`src/hsvrgb_pkg.sv`:
```
// ----------------------------------------------------------------------------
// hsvrgb_pkg
// Shared types and constants of the HSV to RGB converter: field widths, hue
// sector codes and the reciprocal constants of the division stage.
// ----------------------------------------------------------------------------
package hsvrgb_pkg;

	localparam int HueW   = 9;
	localparam int PctW   = 7;
	localparam int LevelW = 8;

	localparam logic [HueW-1:0] HueFull  = 9'd360;
	localparam logic [HueW-1:0] Hue60    = 9'd60;
	localparam logic [HueW-1:0] Hue120   = 9'd120;
	localparam logic [HueW-1:0] Hue180   = 9'd180;
	localparam logic [HueW-1:0] Hue240   = 9'd240;
	localparam logic [HueW-1:0] Hue300   = 9'd300;
	localparam logic [PctW-1:0] PctFull  = 7'd100;

	// Distance of the hue from the middle of its 120 degree span, 0..60.
	localparam int DistW = 6;
	// 6000 - sat * dist, 0..6000.
	localparam int MidFacW = 13;
	localparam logic [MidFacW-1:0] MidFull = 13'd6000;
	// 255 * val, 0..25500.
	localparam int ScaledW = 15;

	// Numerators of the three levels.
	localparam int HiNumW = 15;   // 255 * v,                max 25500
	localparam int LoNumW = 22;   // 255 * v * (100 - s),    max 2550000
	localparam int MdNumW = 24;   // 17 * v * (6000 - s*d),  max 10200000
	localparam int MdShift = 6;   // 40000 = 64 * 625
	localparam int MdRedW = MdNumW - MdShift;

	// Reciprocals: floor(x / D) = (x * M) >> S over the whole numerator range.
	localparam int HiMulW = 15;
	localparam int HiSh   = 21;
	localparam logic [HiMulW-1:0] HiMul = 15'd20972;     // 1 / 100
	localparam int LoMulW = 23;
	localparam int LoSh   = 36;
	localparam logic [LoMulW-1:0] LoMul = 23'd6871948;   // 1 / 10000
	localparam int MdMulW = 21;
	localparam int MdSh   = 30;
	localparam logic [MdMulW-1:0] MdMul = 21'd1717987;   // 1 / 625

	localparam int SecW = 3;
	typedef logic [SecW-1:0] sector_t;
	localparam sector_t SecRed     = 3'd0;   // below 60 degrees
	localparam sector_t SecYellow  = 3'd1;   // below 120
	localparam sector_t SecGreen   = 3'd2;   // below 180
	localparam sector_t SecCyan    = 3'd3;   // below 240
	localparam sector_t SecBlue    = 3'd4;   // below 300
	localparam sector_t SecMagenta = 3'd5;   // up to 360

	typedef struct packed {
		logic [HiNumW-1:0] hi;
		logic [LoNumW-1:0] lo;
		logic [MdNumW-1:0] md;
	} num_t;

	typedef struct packed {
		logic [LevelW-1:0] hi;
		logic [LevelW-1:0] lo;
		logic [LevelW-1:0] md;
	} level_t;

endpackage

```
`src/hsv_to_rgb_converter.sv`:
```
// ----------------------------------------------------------------------------
// hsv_to_rgb_converter
// Converts one HSV colour request to 8-bit red, green and blue levels.
//
// The input channel takes hue_deg, sat_pct and val_pct with in_valid and
// in_stall; the output channel presents red_level, green_level and
// blue_level with out_valid and out_stall. A request moves on a rising edge
// where valid is high and stall is low. Hue is clamped to 360 with 360 read
// as 0; saturation and value are clamped to 100.
// The block is a five-stage pipeline: clamping and sector, the linear
// factors, the numerator products, the reciprocal products and the output
// register. One request is accepted every cycle while in_stall is low; the
// multiplier stages set the depth. When the receiver stalls, the output
// register holds its result and earlier stages keep filling until every
// stage is occupied, after which in_stall is raised. Reset empties every
// stage.
// ----------------------------------------------------------------------------
module hsv_to_rgb_converter (
	input  logic                                clk,
	input  logic                                arst_n,
	input  logic                                in_valid,
	output logic                                in_stall,
	input  logic [hsvrgb_pkg::HueW-1:0]         hue_deg,
	input  logic [hsvrgb_pkg::PctW-1:0]         sat_pct,
	input  logic [hsvrgb_pkg::PctW-1:0]         val_pct,
	output logic                                out_valid,
	input  logic                                out_stall,
	output logic [hsvrgb_pkg::LevelW-1:0]       red_level,
	output logic [hsvrgb_pkg::LevelW-1:0]       green_level,
	output logic [hsvrgb_pkg::LevelW-1:0]       blue_level
);

	logic adv1, adv2, adv3, adv4, adv5;
	logic valid_s1, valid_s2, valid_s3, valid_s4, valid_s5;

	// Stage 1 logic.
	logic [hsvrgb_pkg::HueW-1:0]  hue_c;
	logic [hsvrgb_pkg::HueW-1:0]  rem_c;
	logic [hsvrgb_pkg::PctW-1:0]  sat_c;
	logic [hsvrgb_pkg::PctW-1:0]  val_c;
	logic [hsvrgb_pkg::DistW-1:0] dist_c;
	hsvrgb_pkg::sector_t          sec_c;

	hsvrgb_pkg::sector_t          sec_s1, sec_s2, sec_s3, sec_s4;
	logic [hsvrgb_pkg::PctW-1:0]  sat_s1, val_s1, val_s2;
	logic [hsvrgb_pkg::DistW-1:0] dist_s1;

	logic [hsvrgb_pkg::PctW-1:0]    comp_s2;
	logic [hsvrgb_pkg::MidFacW-1:0] midf_s2;
	logic [hsvrgb_pkg::ScaledW-1:0] scaled_s2;
	logic [hsvrgb_pkg::MidFacW-1:0] sat_dist;

	logic [19:0]         vmid;
	hsvrgb_pkg::num_t    num_s3;
	hsvrgb_pkg::level_t  lvl;

	logic [hsvrgb_pkg::LevelW-1:0] red_s5, green_s5, blue_s5;
	logic [hsvrgb_pkg::LevelW-1:0] red_c, green_c, blue_c;

	assign adv5 = !valid_s5 || !out_stall;
	assign adv4 = !valid_s4 || adv5;
	assign adv3 = !valid_s3 || adv4;
	assign adv2 = !valid_s2 || adv3;
	assign adv1 = !valid_s1 || adv2;
	assign in_stall = !adv1;

	always_ff @(posedge clk or negedge arst_n) begin
		if (!arst_n) begin
			valid_s1 <= 1'b0;
			valid_s2 <= 1'b0;
			valid_s3 <= 1'b0;
			valid_s4 <= 1'b0;
			valid_s5 <= 1'b0;
		end else begin
			if (adv1) valid_s1 <= in_valid;
			if (adv2) valid_s2 <= valid_s1;
			if (adv3) valid_s3 <= valid_s2;
			if (adv4) valid_s4 <= valid_s3;
			if (adv5) valid_s5 <= valid_s4;
		end
	end

	// Clamping, sector and distance from the middle of the 120 degree span.
	always_comb begin
		hue_c = (hue_deg >= hsvrgb_pkg::HueFull) ? '0 : hue_deg;
		sat_c = (sat_pct > hsvrgb_pkg::PctFull) ? hsvrgb_pkg::PctFull : sat_pct;
		val_c = (val_pct > hsvrgb_pkg::PctFull) ? hsvrgb_pkg::PctFull : val_pct;
		if (hue_c >= hsvrgb_pkg::Hue240) begin
			rem_c = hue_c - hsvrgb_pkg::Hue240;
		end else if (hue_c >= hsvrgb_pkg::Hue120) begin
			rem_c = hue_c - hsvrgb_pkg::Hue120;
		end else begin
			rem_c = hue_c;
		end
		if (rem_c >= hsvrgb_pkg::Hue60) begin
			dist_c = hsvrgb_pkg::DistW'(rem_c - hsvrgb_pkg::Hue60);
		end else begin
			dist_c = hsvrgb_pkg::DistW'(hsvrgb_pkg::Hue60 - rem_c);
		end
		if (hue_c < hsvrgb_pkg::Hue60) begin
			sec_c = hsvrgb_pkg::SecRed;
		end else if (hue_c < hsvrgb_pkg::Hue120) begin
			sec_c = hsvrgb_pkg::SecYellow;
		end else if (hue_c < hsvrgb_pkg::Hue180) begin
			sec_c = hsvrgb_pkg::SecGreen;
		end else if (hue_c < hsvrgb_pkg::Hue240) begin
			sec_c = hsvrgb_pkg::SecCyan;
		end else if (hue_c < hsvrgb_pkg::Hue300) begin
			sec_c = hsvrgb_pkg::SecBlue;
		end else begin
			sec_c = hsvrgb_pkg::SecMagenta;
		end
	end

	always_ff @(posedge clk) begin
		if (adv1) begin
			sec_s1  <= sec_c;
			sat_s1  <= sat_c;
			val_s1  <= val_c;
			dist_s1 <= dist_c;
		end
	end

	// Linear factors.
	assign sat_dist = hsvrgb_pkg::MidFacW'(sat_s1) * hsvrgb_pkg::MidFacW'(dist_s1);

	always_ff @(posedge clk) begin
		if (adv2) begin
			sec_s2    <= sec_s1;
			val_s2    <= val_s1;
			comp_s2   <= hsvrgb_pkg::PctFull - sat_s1;
			midf_s2   <= hsvrgb_pkg::MidFull - sat_dist;
			scaled_s2 <= (hsvrgb_pkg::ScaledW'(val_s1) << 8) - hsvrgb_pkg::ScaledW'(val_s1);
		end
	end

	// Numerators; 255 / 600000 reduces to 17 / 40000 for the middle level.
	assign vmid = 20'(val_s2) * 20'(midf_s2);

	always_ff @(posedge clk) begin
		if (adv3) begin
			sec_s3    <= sec_s2;
			num_s3.hi <= scaled_s2;
			num_s3.lo <= hsvrgb_pkg::LoNumW'(scaled_s2) * hsvrgb_pkg::LoNumW'(comp_s2);
			num_s3.md <= (hsvrgb_pkg::MdNumW'(vmid) << 4) + hsvrgb_pkg::MdNumW'(vmid);
		end
	end

	hsvrgb_recip u_recip (
		.clk  (clk),
		.load (adv4),
		.num  (num_s3),
		.lvl  (lvl)
	);

	always_ff @(posedge clk) begin
		if (adv4) begin
			sec_s4 <= sec_s3;
		end
	end

	// Placement of the three levels by hue sector.
	always_comb begin
		case (sec_s4)
			hsvrgb_pkg::SecRed: begin
				red_c = lvl.hi; green_c = lvl.md; blue_c = lvl.lo;
			end
			hsvrgb_pkg::SecYellow: begin
				red_c = lvl.md; green_c = lvl.hi; blue_c = lvl.lo;
			end
			hsvrgb_pkg::SecGreen: begin
				red_c = lvl.lo; green_c = lvl.hi; blue_c = lvl.md;
			end
			hsvrgb_pkg::SecCyan: begin
				red_c = lvl.lo; green_c = lvl.md; blue_c = lvl.hi;
			end
			hsvrgb_pkg::SecBlue: begin
				red_c = lvl.md; green_c = lvl.lo; blue_c = lvl.hi;
			end
			default: begin
				red_c = lvl.hi; green_c = lvl.lo; blue_c = lvl.md;
			end
		endcase
	end

	always_ff @(posedge clk) begin
		if (adv5) begin
			red_s5   <= red_c;
			green_s5 <= green_c;
			blue_s5  <= blue_c;
		end
	end

	assign out_valid   = valid_s5;
	assign red_level   = red_s5;
	assign green_level = green_s5;
	assign blue_level  = blue_s5;

`ifndef SYNTH
	// The distance from the middle of the span never exceeds sixty degrees.
	a_dist_range: assert property (@(posedge clk) disable iff (!arst_n)
		valid_s1 |-> (dist_s1 <= 6'd60))
		else $error("hue distance out of range");

	// The minimum level never exceeds the middle level, and neither exceeds the maximum level.
	a_level_order: assert property (@(posedge clk) disable iff (!arst_n)
		valid_s4 |-> (lvl.lo <= lvl.md && lvl.md <= lvl.hi))
		else $error("level ordering broken");

	// The input is only held off while every stage holds a request.
	a_stall_full: assert property (@(posedge clk) disable iff (!arst_n)
		in_stall |-> (valid_s1 && valid_s2 && valid_s3 && valid_s4 && valid_s5))
		else $error("stall raised with an empty stage");

	// A result held by the receiver is still present in the next cycle, with its red and blue levels unchanged.
	a_out_hold: assert property (@(posedge clk) disable iff (!arst_n)
		(valid_s5 && out_stall) |=> (valid_s5 && $stable(red_s5) && $stable(blue_s5)))
		else $error("held result lost");
`endif

endmodule

```
`src/hsvrgb_recip.sv`:
```
// ----------------------------------------------------------------------------
// hsvrgb_recip
// Division stage: divides the three level numerators by their constant
// denominators through registered reciprocal products.
// ----------------------------------------------------------------------------
module hsvrgb_recip (
	input  logic                clk,
	input  logic                load,
	input  hsvrgb_pkg::num_t    num,
	output hsvrgb_pkg::level_t  lvl
);

	logic [hsvrgb_pkg::HiNumW+hsvrgb_pkg::HiMulW-1:0] hi_prod_s4;
	logic [hsvrgb_pkg::LoNumW+hsvrgb_pkg::LoMulW-1:0] lo_prod_s4;
	logic [hsvrgb_pkg::MdRedW+hsvrgb_pkg::MdMulW-1:0] md_prod_s4;
	logic [hsvrgb_pkg::MdRedW-1:0]                    md_red;

	assign md_red = num.md[hsvrgb_pkg::MdNumW-1:hsvrgb_pkg::MdShift];

	always_ff @(posedge clk) begin
		if (load) begin
			hi_prod_s4 <= (hsvrgb_pkg::HiNumW+hsvrgb_pkg::HiMulW)'(num.hi)
				* (hsvrgb_pkg::HiNumW+hsvrgb_pkg::HiMulW)'(hsvrgb_pkg::HiMul);
			lo_prod_s4 <= (hsvrgb_pkg::LoNumW+hsvrgb_pkg::LoMulW)'(num.lo)
				* (hsvrgb_pkg::LoNumW+hsvrgb_pkg::LoMulW)'(hsvrgb_pkg::LoMul);
			md_prod_s4 <= (hsvrgb_pkg::MdRedW+hsvrgb_pkg::MdMulW)'(md_red)
				* (hsvrgb_pkg::MdRedW+hsvrgb_pkg::MdMulW)'(hsvrgb_pkg::MdMul);
		end
	end

	assign lvl.hi = hi_prod_s4[hsvrgb_pkg::HiSh +: hsvrgb_pkg::LevelW];
	assign lvl.lo = lo_prod_s4[hsvrgb_pkg::LoSh +: hsvrgb_pkg::LevelW];
	assign lvl.md = md_prod_s4[hsvrgb_pkg::MdSh +: hsvrgb_pkg::LevelW];

endmodule

```
`config.mk`:
```
export PLATFORM = sky130hd
export DESIGN_NAME = hsv_to_rgb_converter
export DESIGN_NICKNAME = d
export VERILOG_FILES = /design/src/hsvrgb_pkg.sv /design/src/hsv_to_rgb_converter.sv /design/src/hsvrgb_recip.sv
export SDC_FILE = /design/constraint.sdc
export NUM_CORES = 2
export LEC_CHECK = 0
export BUFFER_PORTS_ARGS = -buffer_cell sky130_fd_sc_hd__buf_2
export CAP_MARGIN = 20
export CORE_MARGIN = 5
export CORE_UTILIZATION = 50
export DETAILED_ROUTE_END_ITERATION = 8
export GPL_ROUTABILITY_DRIVEN = 0
export GPL_TIMING_DRIVEN = 0
export PLACE_DENSITY = 0.73
export SLEW_MARGIN = 25
export SYNTH_ARGS = -nofsm -noshare
export SYNTH_HDL_FRONTEND = slang
export SYNTH_HIERARCHICAL = 1
export SYNTH_SLANG_ARGS = --single-unit
```
`constraint.sdc`:
```
create_clock -name clk -period 7.7 [get_ports clk]
set_input_delay 1.54 -clock clk [delete_from_list [all_inputs] [get_ports clk]]
set_output_delay 1.54 -clock clk [all_outputs]
set_load 0.05 [all_outputs]
```
* Yosys cells after proc, flatten, opt, wreduce, memory -nomap -nowiden
Cells that the tools add are included.
** Cells by class
- $lt $le $gt $ge :: 11
- Eq/ne operators :: 4
- Multiply operators :: 6
- Reduce and logical (&&, ||, !) cells :: 21
- Multiplexer cells :: 11
- Add/subtract/negate cells :: 8
** Operators by type and width (count)
- $pmux 8 s2 :: 3
- $mul 22x21->42 const B :: 1
- $mul 18x21->38 const B :: 1
- $mul 15x13->27 const B :: 1
- $mux 9 :: 3
- $add 24x20->24 :: 1
- $mul 15x7->22 :: 1
- $mul 7x13->20 :: 1
- $lt 9x8->1 const B :: 2
- $sub 15x7->15 :: 1
- $gt 7x7->1 const B :: 2
- $reduce_or 2->1 :: 7
- $mul 7x6->13 :: 1
- $sub 13x13->13 const A :: 1
- $ge 9x6->1 const B :: 1
- $ge 9x7->1 const B :: 1
- $ge 9x8->1 const B :: 1
- $ge 9x9->1 const B :: 1
- $lt 9x6->1 const B :: 1
- $lt 9x7->1 const B :: 1
- $lt 9x9->1 const B :: 1
- $sub 9x7->9 const B :: 1
- $sub 9x8->9 const B :: 1
- $logic_not 1->1 :: 7
- other kinds (12) :: 19
** Word-level totals
- Output and inout bits :: 26
- Bits of input ports :: 27
- Register bits after elaboration :: 271
- Logic and storage cells :: 88

* Depth between registers and ports, before layout
- Depth in word-level cells :: 7
- Gate-level depth with buffers :: 26
- Gate-level depth less buffers :: 25

* Modules after synthesis
Netlist, hierarchy kept.
** Modules (own cells, without submodules)
- hsvrgb_recip :: instances 1, cells an instance 1895, seq. area each 720.7 sq um, area an instance 18711.7 sq um
- hsv_to_rgb_converter :: instances 1, cells an instance 1505, seq. area each 4869.7 sq um, area an instance 15112.0 sq um

* Least setup slack after synthesis
No wires, ideal clock.
- Path kind :: register to register
- From :: reg val_s2[2] in the netlist's numbering
- To :: reg num_s3[20] in the netlist's numbering, data pin
- Stages on the path, launching flop included :: 27
- Path slack :: 1226 ps
- Data required time :: 7426 ps
- Period minus slack after synthesis :: 6474 ps
- Arrival :: 6200 ps
- Buffers on the path :: 1
- Setup time :: 274 ps
- Cells stage by stage :: edfxtp_1 > clkbuf_1 > and2_1 > fa_1 > inv_1 > fa_1 > inv_1 > fa_1 > inv_1 > fa_1 > inv_1 > ha_1 > a2111oi_4 > o31ai_4 > a211o_2 > nand3_1 > and2_1 > xnor2_1 > ha_1 > and2_1 > o211ai_1 > a21boi_0 > a21bo_2 > a221o_1 > o21bai_1 > a21oi_1 > xnor2_1
** Between the ends
- Longest elaborated chain between the ends :: 2
** RTL lines
- start, declared :: RTL line hsv_to_rgb_converter.sv:45 : logic [hsvrgb_pkg::PctW-1:0] sat_s1, val_s1, val_s2;
- start signal, assigned :: RTL line hsv_to_rgb_converter.sv:130 : val_s2 <= val_s1;
- $mul 7x13->20 :: RTL line hsv_to_rgb_converter.sv:138 : assign vmid = 20'(val_s2) * 20'(midf_s2);
- $add 24x20->24 :: RTL line hsv_to_rgb_converter.sv:145 : num_s3.md <= (hsvrgb_pkg::MdNumW'(vmid) << 4) + hsvrgb_pkg::MdNumW'(vmid);
- end, declared :: RTL line hsv_to_rgb_converter.sv:54 : hsvrgb_pkg::num_t num_s3;
No other way between the ends.
A chain may end at the register's enable or synchronous reset.

* Final worst setup path
- From :: reg val_s2[6] in the netlist's numbering
- To :: reg num_s3[22] in the netlist's numbering, data pin
The elaborated chain is that of the path after synthesis.

==> flow_metrics.tcl <==
set metrics [dict create \
    cts_buffer_depth 2 \
    cts_hold_buf 0 \
    die_y_microns 269 \
    worst_pin_slew_ns 0.991 \
    grt_max_degree 42 \
    core-area_sq_um 66900 \
    clkLatencyLatePin_ns 0.49 \
    cp-end-kind "flop" \
    worstSetupStartpointType "flop" \
    max_slew_margin 0.338 \
    yosysWarningCount 6 \
    nets 4580 \
    cp_max_fo 10 \
    grt_pass1_vias 24508 \
    min_period_ns 7.23 \
    cts.sink_count 181 \
    cts_buffers 17 \
    hpwl_mm 64.0 \
    syn_area_sq_um 33600 \
    place.port_buffers 50 \
    vias 23198 \
    grt_overflow_total 0 \
    drv_slew 0 \
    hold_violations 0 \
    ant_nets 0 \
    worstPathRequired_ns 7.99 \
    area_delta_synth_final_pct 6.02 \
    syn_nets 4507 \
    hp-class "reg -> reg" \
    worstPathArrival_ns 7.52 \
    cap_violations 0 \
    critical_path_class "reg -> reg" \
    initial_core_util 0.503 \
    firstDrtPassIters 5 \
    finClkSkew_ns 0.0199 \
    drt-initial-drc-count 1537 \
    outcome "finished, final reports clean" \
    gr-usage-all-layers 0.211 \
    antenna_found_initial 1 \
    grt_pass1_wl_mm 124 \
    ioPinCount 53 \
    wl_mm 74.6 \
    fin_hold_ws_ns 0.420 \
    die_x_microns 269 \
    die_area_sq_um 72600 \
    rsz0062_at_grt "false" \
    ctsRootBufferMaster "clkbuf_16" \
    clk_pin_slew_ns 0.08 \
    setup_viol 0 \
    htree_levels 4 \
    max_freq_mhz 138 \
    rows 95 \
    drc 0 \
    wire_per_inst_microns 17.2 \
    fin_crit_sh 0.939 \
    fin_setup_tns_ns 0 \
    n_antenna_cell 0 \
    drive_above_1_share 0.0377 \
    avgSynthCellArea_sq_um 9.91 \
    vias_per_cell 5.33 \
    synth_cells 3393 \
    tritoncts "done" \
]
-- registers in the layout, summed over array words and instances (netlist names), 6 cells and up --
| signal | cells |
|---|---|
| midf_s2 | 13 |
| num_s3 | 55 |
| blue_level | 8 |
| red_level | 8 |
| u_recip/md_prod_s4 | 8 |
| comp_s2 | 7 |
| green_level | 8 |
| u_recip/lo_prod_s4 | 8 |
| val_s2 | 7 |
| u_recip/hi_prod_s4 | 8 |
| val_s1 | 7 |
| sat_s1 | 7 |
| scaled_s2 | 14 |
| dist_s1 | 6 |
-- layout make-up --
| type | instances | area, sq um |
|---|---|---|
| Buffer | 52 | 213 |
| Sequential cell | 181 | 5410 |
| Fill cell | 5873 | 31300 |
| Timing Repair Buffer | 54 | 320 |
| Clock inverter | 14 | 146 |
| Inverter | 861 | 3230 |
| Multi-Input combinational cell | 2299 | 24800 |
| Tap cell | 873 | 1090 |
| Clock buffer | 18 | 429 |
-- per-layer routing --
metal / vias to the layer above / part of all wire / GRT usage
met5: - / 0 / 0
met4: 0 / 0.035 / 0.0713
met3: 124 / 0.055 / 0.0352
met2: 630 / 0.47 / 0.355
met1: 11410 / 0.44 / 0.281
li1: 11034 / - / -
-- what timing repair did --
item / 4_1_cts / 5_1_grt
buffers inserted: 0 / 0
setup endpoints to repair: 0 / 2
resized for setup: 0 / 3
-- metrics by stage --
| step | instances | area, sq um | setup WS (ns) | util |
|---|---|---|---|---|
| global route | 4352 | 35700 | 0.0437 | 0.533 |
| detailed placement | 4320 | 35100 | 0.445 | 0.524 |
| global placement | 4316 | 35000 | 0.487 | 0.523 |
| finish | 4352 | 35700 | 0.466 | 0.533 |
| CTS | 4352 | 35600 | 0.409 | 0.533 |
| floorplan | 3393 | 33600 | 1.23 | - |
-- worst max-delay path: stages (launching register included) --
cell       delay, ns
edfxtp_1        0.39
clkbuf_1        0.38
nand2_1         0.15
fa_1            0.52
fa_1            0.55
inv_1           0.06
fa_1            0.54
inv_1           0.07
fa_1            0.52
inv_1           0.04
ha_1            0.36
a2111oi_4       0.45
o31ai_4         0.17
a211o_2         0.36
nand3_1         0.09
and2_1          0.17
xnor2_2         0.14
ha_1            0.38
and2_1          0.14
o211ai_1        0.11
a21boi_0        0.31
a21bo_2         0.27
a221o_1         0.37
o21ai_0         0.22
xor2_1          0.27
-- layout by cell type (no fill, tap or decap), types with 60 or more instances in the layout --
| master | count |
|---|---|
| o21ai_0 | 98 |
| nand2_1 | 227 |
| and2_1 | 138 |
| xnor2_1 | 72 |
| ha_1 | 569 |
| a21o_1 | 60 |
| nor2_1 | 89 |
| edfxtp_1 | 176 |
| a21oi_1 | 114 |
| inv_1 | 860 |
| fa_1 | 518 |
-- worst paths after layout --
path,startpoint,end,slack [ns],cells after the start
worst min-delay path,sec_s3[1],sec_s4[1],0.42,0
worst max register to register,val_s2[6],num_s3[22],0.47,24
max in group asynchronous,arst_n,valid_s3,6.70,1
min in group asynchronous,arst_n,valid_s4,0.86,1
worst min register to register,sec_s3[1],sec_s4[1],0.42,0
worst max-delay path,val_s2[6],num_s3[22],0.47,24
Power is left out: the tool's default activity adds up to more than one toggle a clock period on the data nets, which glitch-free logic cannot reach.
